$ cat src/hdl/fbde_pkg.sv
// ---------------------------------------------------------------------------
// fbde_pkg - shared constants and types of the framebuffer draw engine
// Screen geometry, store size, command codes and walker control words.
// ---------------------------------------------------------------------------
package fbde_pkg;

   localparam int SCREEN_W   = 128;
   localparam int SCREEN_H   = 64;
   localparam int FB_PAGES   = (SCREEN_H + 7) / 8;
   localparam int FB_BYTES   = SCREEN_W * FB_PAGES;
   localparam int ADDR_BITS  = $clog2(FB_BYTES);
   localparam int CNT_BITS   = ADDR_BITS + 1;
   localparam int POS_BITS   = 17;   // walk positions, signed
   localparam int ERR_BITS   = 21;   // Bresenham error term, signed

   typedef enum logic [2:0] {
      MODE_CLEAR  = 3'd0,
      MODE_FILL   = 3'd1,
      MODE_INVERT = 3'd2,
      MODE_PIXEL  = 3'd3,
      MODE_LINE   = 3'd4,
      MODE_RECT   = 3'd5,
      MODE_READ   = 3'd6,
      MODE_NONE   = 3'd7
   } mode_type;

   typedef struct packed {
      logic load_line;
      logic load_rect;
      logic advance;
   } walk_ctl_type;

   typedef struct packed {
      logic last;
      logic empty;
      logic on_screen;
   } walk_sts_type;

endpackage

$ cat src/hdl/fbde_walk.sv
// ---------------------------------------------------------------------------
// fbde_walk - pixel walker
// Steps a Bresenham line or a clipped rectangle one pixel per advance.
// ---------------------------------------------------------------------------
module fbde_walk
   import fbde_pkg::*;
(
   input  logic                       clock,
   input  walk_ctl_type               ctl,
   input  logic signed [15:0]         xa,
   input  logic signed [15:0]         ya,
   input  logic signed [15:0]         xb,
   input  logic signed [15:0]         yb,
   input  logic [7:0]                 width,
   input  logic [7:0]                 height,
   output logic signed [POS_BITS-1:0] px,
   output logic signed [POS_BITS-1:0] py,
   output walk_sts_type               sts
);

   logic signed [POS_BITS-1:0] px_ff, py_ff, xe_ff, ye_ff, x0_ff;
   logic signed [POS_BITS-1:0] px_in, py_in, xe_in, ye_in, x0_in;
   logic signed [ERR_BITS-1:0] dx_ff, dy_ff, err_ff, dx_in, dy_in, err_in;
   logic                       stx_neg_ff, sty_neg_ff, line_ff, empty_ff;
   logic                       stx_neg_in, sty_neg_in, line_in, empty_in;

   logic signed [POS_BITS-1:0] xa_s, ya_s, xb_s, yb_s, ddx, ddy;
   logic signed [ERR_BITS-1:0] e2, adx, ady;
   logic [8:0]                 xsum, ysum;

   always_comb begin
      xa_s = POS_BITS'(xa);
      ya_s = POS_BITS'(ya);
      xb_s = POS_BITS'(xb);
      yb_s = POS_BITS'(yb);
      ddx  = xb_s - xa_s;
      ddy  = yb_s - ya_s;
      adx  = ddx[POS_BITS-1] ? -ERR_BITS'(ddx) : ERR_BITS'(ddx);
      ady  = ddy[POS_BITS-1] ? -ERR_BITS'(ddy) : ERR_BITS'(ddy);
      xsum = {1'b0, xa[7:0]} + {1'b0, width};
      ysum = {1'b0, ya[7:0]} + {1'b0, height};
      e2   = err_ff <<< 1;

      px_in = px_ff;  py_in = py_ff;  xe_in = xe_ff;  ye_in = ye_ff;
      x0_in = x0_ff;  dx_in = dx_ff;  dy_in = dy_ff;  err_in = err_ff;
      stx_neg_in = stx_neg_ff;  sty_neg_in = sty_neg_ff;
      line_in = line_ff;  empty_in = empty_ff;

      if (ctl.load_line) begin
         px_in = xa_s;  py_in = ya_s;  xe_in = xb_s;  ye_in = yb_s;
         dx_in = adx;  dy_in = -ady;  err_in = adx - ady;
         stx_neg_in = !(xa < xb);
         sty_neg_in = !(ya < yb);
         line_in = 1'b1;  empty_in = 1'b0;
      end else if (ctl.load_rect) begin
         px_in = POS_BITS'({1'b0, xa[7:0]});
         py_in = POS_BITS'({1'b0, ya[7:0]});
         x0_in = POS_BITS'({1'b0, xa[7:0]});
         xe_in = (xsum > 9'(SCREEN_W)) ? POS_BITS'(SCREEN_W - 1)
                                       : POS_BITS'(xsum) - POS_BITS'(1);
         ye_in = (ysum > 9'(SCREEN_H)) ? POS_BITS'(SCREEN_H - 1)
                                       : POS_BITS'(ysum) - POS_BITS'(1);
         line_in  = 1'b0;
         empty_in = (width == 8'd0) || (height == 8'd0) ||
                    ({1'b0, xa[7:0]} >= 9'(SCREEN_W)) ||
                    ({1'b0, ya[7:0]} >= 9'(SCREEN_H));
      end else if (ctl.advance) begin
         if (line_ff) begin
            err_in = err_ff + ((e2 >= dy_ff) ? dy_ff : '0)
                            + ((e2 <= dx_ff) ? dx_ff : '0);
            if (e2 >= dy_ff)
               px_in = stx_neg_ff ? px_ff - POS_BITS'(1) : px_ff + POS_BITS'(1);
            if (e2 <= dx_ff)
               py_in = sty_neg_ff ? py_ff - POS_BITS'(1) : py_ff + POS_BITS'(1);
         end else if (px_ff == xe_ff) begin
            px_in = x0_ff;
            py_in = py_ff + POS_BITS'(1);
         end else begin
            px_in = px_ff + POS_BITS'(1);
         end
      end
   end

   always_ff @(posedge clock) begin
      px_ff <= px_in;  py_ff <= py_in;  xe_ff <= xe_in;  ye_ff <= ye_in;
      x0_ff <= x0_in;  dx_ff <= dx_in;  dy_ff <= dy_in;  err_ff <= err_in;
      stx_neg_ff <= stx_neg_in;  sty_neg_ff <= sty_neg_in;
      line_ff <= line_in;  empty_ff <= empty_in;
   end

   assign px = px_ff;
   assign py = py_ff;
   assign sts.last      = (px_ff == xe_ff) && (py_ff == ye_ff);
   assign sts.empty     = empty_ff;
   assign sts.on_screen = !px_ff[POS_BITS-1] && !py_ff[POS_BITS-1] &&
                          (px_ff < POS_BITS'(SCREEN_W)) && (py_ff < POS_BITS'(SCREEN_H));

endmodule

$ cat config.mk
export PLATFORM = sky130hd
export DESIGN_NAME = fbde_walk
export DESIGN_NICKNAME = d
export VERILOG_FILES = /design/src/hdl/fbde_pkg.sv /design/src/hdl/fbde_walk.sv
export SDC_FILE = /design/constraint.sdc
export NUM_CORES = 1
export LEC_CHECK = 0
export BUFFER_PORTS_ARGS = -buffer_cell sky130_fd_sc_hd__buf_2
export CORE_UTILIZATION = 62
export DETAILED_ROUTE_END_ITERATION = 7
export GPL_TIMING_DRIVEN = 1
export MAX_ROUTING_LAYER = met4
export PLACE_DENSITY = 0.82
export SLEW_MARGIN = 10
export SYNTH_ARGS = -nofsm -noshare
export SYNTH_HDL_FRONTEND = slang
export SYNTH_SLANG_ARGS = --single-unit
$ cat constraint.sdc
create_clock -name clock -period 7.3 [get_ports clock]
set_input_delay 0.73 -clock clock [delete_from_list [all_inputs] [get_ports clock]]
set_output_delay 0.73 -clock clock [all_outputs]
set_load 0.02 [all_outputs]
==> run metrics <==
Post-CTS Resized 0; total die area 23,100 µm²; post-CTS setup buffer count 0; #FFs+latches synth 140; Int Pwr 3.12 mW; vias in the first global route 12,152; # port buffers 120; Worst Path Required 7.49 ns; cell repeated most along the worst path o21ai_0; worst clock skew 0.0127 ns; fin util 69.9%; Placed Cells 1,916; Via density 6.43; CP max-delay cell a2111oi_0; Core Box Area 22,000 µm²; die height 152 µm; global-route wire length before repair 62,700 µm; min Tclk post-route 6.16 ns; critical path arrival 6.34 ns; FP Rows 54; non-filler cells, final 1,950; Skew-Pair Late Insertion Delay 0.44 ns; hpwl dp 29,600 µm; CTS root buf clkbuf_16; Final Cell Area 15,400 µm²; Max H-tree Level 4; Synth Warn # 0; Max clock buf depth 2; Netlist cell types 91; P_sw 2.49 mW; WL per Instance 19.7 µm; Final Setup Violations 0; CTS tree built; Tot Pwr 5.61 mW; most common cell after layout, fill and taps aside inv_1; Max IR drop VDD 0.181 mV; routed wire length 38,400 µm; PD cells 365 nW/µm²; sequential share of power 23.9%; crit-path cells ha_1 -> a21o_1 -> a2111oi_0 -> o31a_1 -> inv_1 -> o21ai_0 -> buf_4 -> and2_1 -> fa_1 -> ha_1 -> inv_1 -> fa_1 -> nor2b_1 -> o21ai_0 -> a21boi_0 -> o21ai_0 -> a21oi_1 -> o31ai_1 -> o21ai_0 -> o41ai_1 -> xnor3_1 -> a22o_1; Starting Density 63.6%; largest net degree at the start of global routing 51; Pins Over Slew Limit 0; total negative slack 0 ns; Num CTS Buffers 17; Slew @ Worst Pin 1.05 ns; startpoint types flop; Overall Global Routing Usage 35.0%; slowest stage delay, CP 0.49 ns; initial antenna violation count 3; Most used DFF post-synth edfxtp_1; layout net count 1,900; Hold Violations, Final 0; status finished with violations; Hold Path Class reg -> reg; Slew headroom 29.8%; Post-Syn Area 14,000 µm²; CP Max Fanout 17; DRC viols 18; sw frac 44.4%; Mapped Cells 1,557; layout cells sized above 1 12.1%; final setup margin 1.14 ns; Combinational Power Share 60.0%; clock sink count 140; fmax 162 MHz; Synth async-reset ratio 0%; failing checks design-rule violations; Max-Cap Viols 0; Mean Syn Cell Area 8.97 µm²; drt pass-1 iters 8; most frequent cells in the layout 142 x inv_1, 138 x edfxtp_1, 136 x ha_1; WS Path Type reg -> reg; Clock transition at path regs 0.06 ns; area of the multi-input gates 8990 µm²; EDFF count, synth 138; die width 152 µm; CTS Hold Bufs 0; Layout area overhead 9.98%; Filler cells 1,693; DP Worst Slack 1.08 ns; Final Wtd Congestion 0.960; RSZ-0062 raised after global routing false; Detail Route Antenna Nets 0; area post-placement 14,700 µm²; Ports 121; Critical Path End Type flop; fin crit share 84.3%; grt total ovfl 0; Hold WS 0.502 ns; Clk pwr share 16.1%; Via Count 12,535; register area 4180 µm²; Leakage 6.63 nW; sequential fraction of the synthesis area 30.0%; initial DRC count 1,325
## cells by family after synthesis
group           synth area share, %
mux                           0.143
flops                          30.0
buf+inv                        5.91
simple gates                   17.2
compound gates                 20.1
other cells                  0.0538
xor+xnor                       10.8
fa+ha+maj                      15.8
## flip-flops by register name, indices dropped and copies added (netlist names)
register    count
err_ff         20
x0_ff           8
dy_ff          21
ye_ff          16
stx_neg_ff      1
sty_neg_ff      1
empty_ff        1
px             17
dx_ff          21
py             17
line_ff         1
xe_ff          16
## cell type report
| type | instances | area share (%) |
|---|---|---|
| clock inverter | 9 | 0.701 |
| antenna | 2 | 0.0326 |
| timing repair buffer | 131 | 4.46 |
| tap | 280 | 2.28 |
| inverter | 143 | 3.49 |
| clock buffer | 23 | 3.24 |
| sequential | 140 | 27.2 |
| multi-input combinational | 1222 | 58.5 |
## metal layers
| metal | track usage [%] | up-vias | wire length (µm) |
|---|---|---|---|
| li1 | - | 5859 | - |
| met1 | 44.9 | 5998 | 15900 |
| met4 | 11.0 | 0 | 1020 |
| met3 | 5.28 | 90 | 3200 |
| met5 | - | - | 0 |
| met2 | 57.2 | 588 | 18300 |
## power groups by stage
stage	logic [mW]	clock network, mW	registers [mW]
2_1_floorplan	2.49	0	1.30
3_3_place_gp	3.17	0	1.34
3_5_place_dp	3.25	0	1.35
4_1_cts	3.29	0.904	1.34
5_1_grt	3.74	0.938	1.36
6_report	3.36	0.901	1.34
## synth_stat cells, types with 4 or more instances
| cell | n | area (µm²) |
|---|---|---|
| inv_1 | 143 | 537 |
| edfxtp_1 | 138 | 4140 |
| ha_1 | 136 | 1700 |
| o21ai_0 | 107 | 536 |
| nand2_1 | 98 | 368 |
| xnor2_1 | 98 | 858 |
| a21oi_1 | 94 | 470 |
| nor2_1 | 93 | 349 |
| xor2_1 | 72 | 631 |
| nand3_1 | 45 | 225 |
| a21o_1 | 42 | 315 |
| clkbuf_1 | 42 | 158 |
| and2_1 | 37 | 231 |
| nand4_1 | 32 | 200 |
| nor3_1 | 28 | 140 |
| fa_1 | 25 | 500 |
| nor2b_1 | 25 | 156 |
| a211oi_1 | 20 | 150 |
| nor4_1 | 18 | 113 |
| o22ai_1 | 17 | 106 |
| o21a_1 | 14 | 105 |
| o31ai_1 | 12 | 90.1 |
| or3_1 | 12 | 75.1 |
| a2bb2oi_1 | 10 | 87.6 |
| a31oi_1 | 9 | 56.3 |
| and3_1 | 9 | 56.3 |
| o21bai_1 | 9 | 67.6 |
| or2_2 | 9 | 56.3 |
| a22oi_1 | 8 | 60.1 |
| o211ai_1 | 8 | 60.1 |
| nand2b_1 | 7 | 43.8 |
| nor3b_1 | 7 | 52.6 |
| and4_1 | 6 | 52.6 |
| nand3b_1 | 6 | 45.0 |
| or4_1 | 6 | 45.0 |
| a2111oi_0 | 5 | 43.8 |
| a211o_1 | 5 | 43.8 |
| a21boi_0 | 5 | 37.5 |
| buf_2 | 5 | 25.0 |
| o2111ai_1 | 5 | 43.8 |
| clkbuf_8 | 4 | 55.1 |
| o41ai_1 | 4 | 35.0 |
| or2b_2 | 4 | 35.0 |
## critical path, delay by kind of cell, from the launching register on
kind | cells | cell delay (ns)
AOI/OAI and AO/OA | 12 | 3.32
xor gates and xnor gates | 1 | 0.28
adders and majority gates | 4 | 1.18
buffers and inverters | 3 | 0.43
DFF | 1 | 0.45
and+or+nand+nor | 2 | 0.24
## final timing paths
kind | start | endpoint | slack (ns) | cells past startpoint
worst min-delay path | empty_ff | empty_ff | 0.50 | 1
worst max-delay path | err_ff[17] | err_ff[19] | 1.14 | 22
worst max register to register | err_ff[17] | err_ff[19] | 1.14 | 22
worst min register to register | empty_ff | empty_ff | 0.50 | 1
Power figures use the tool's default switching activity.
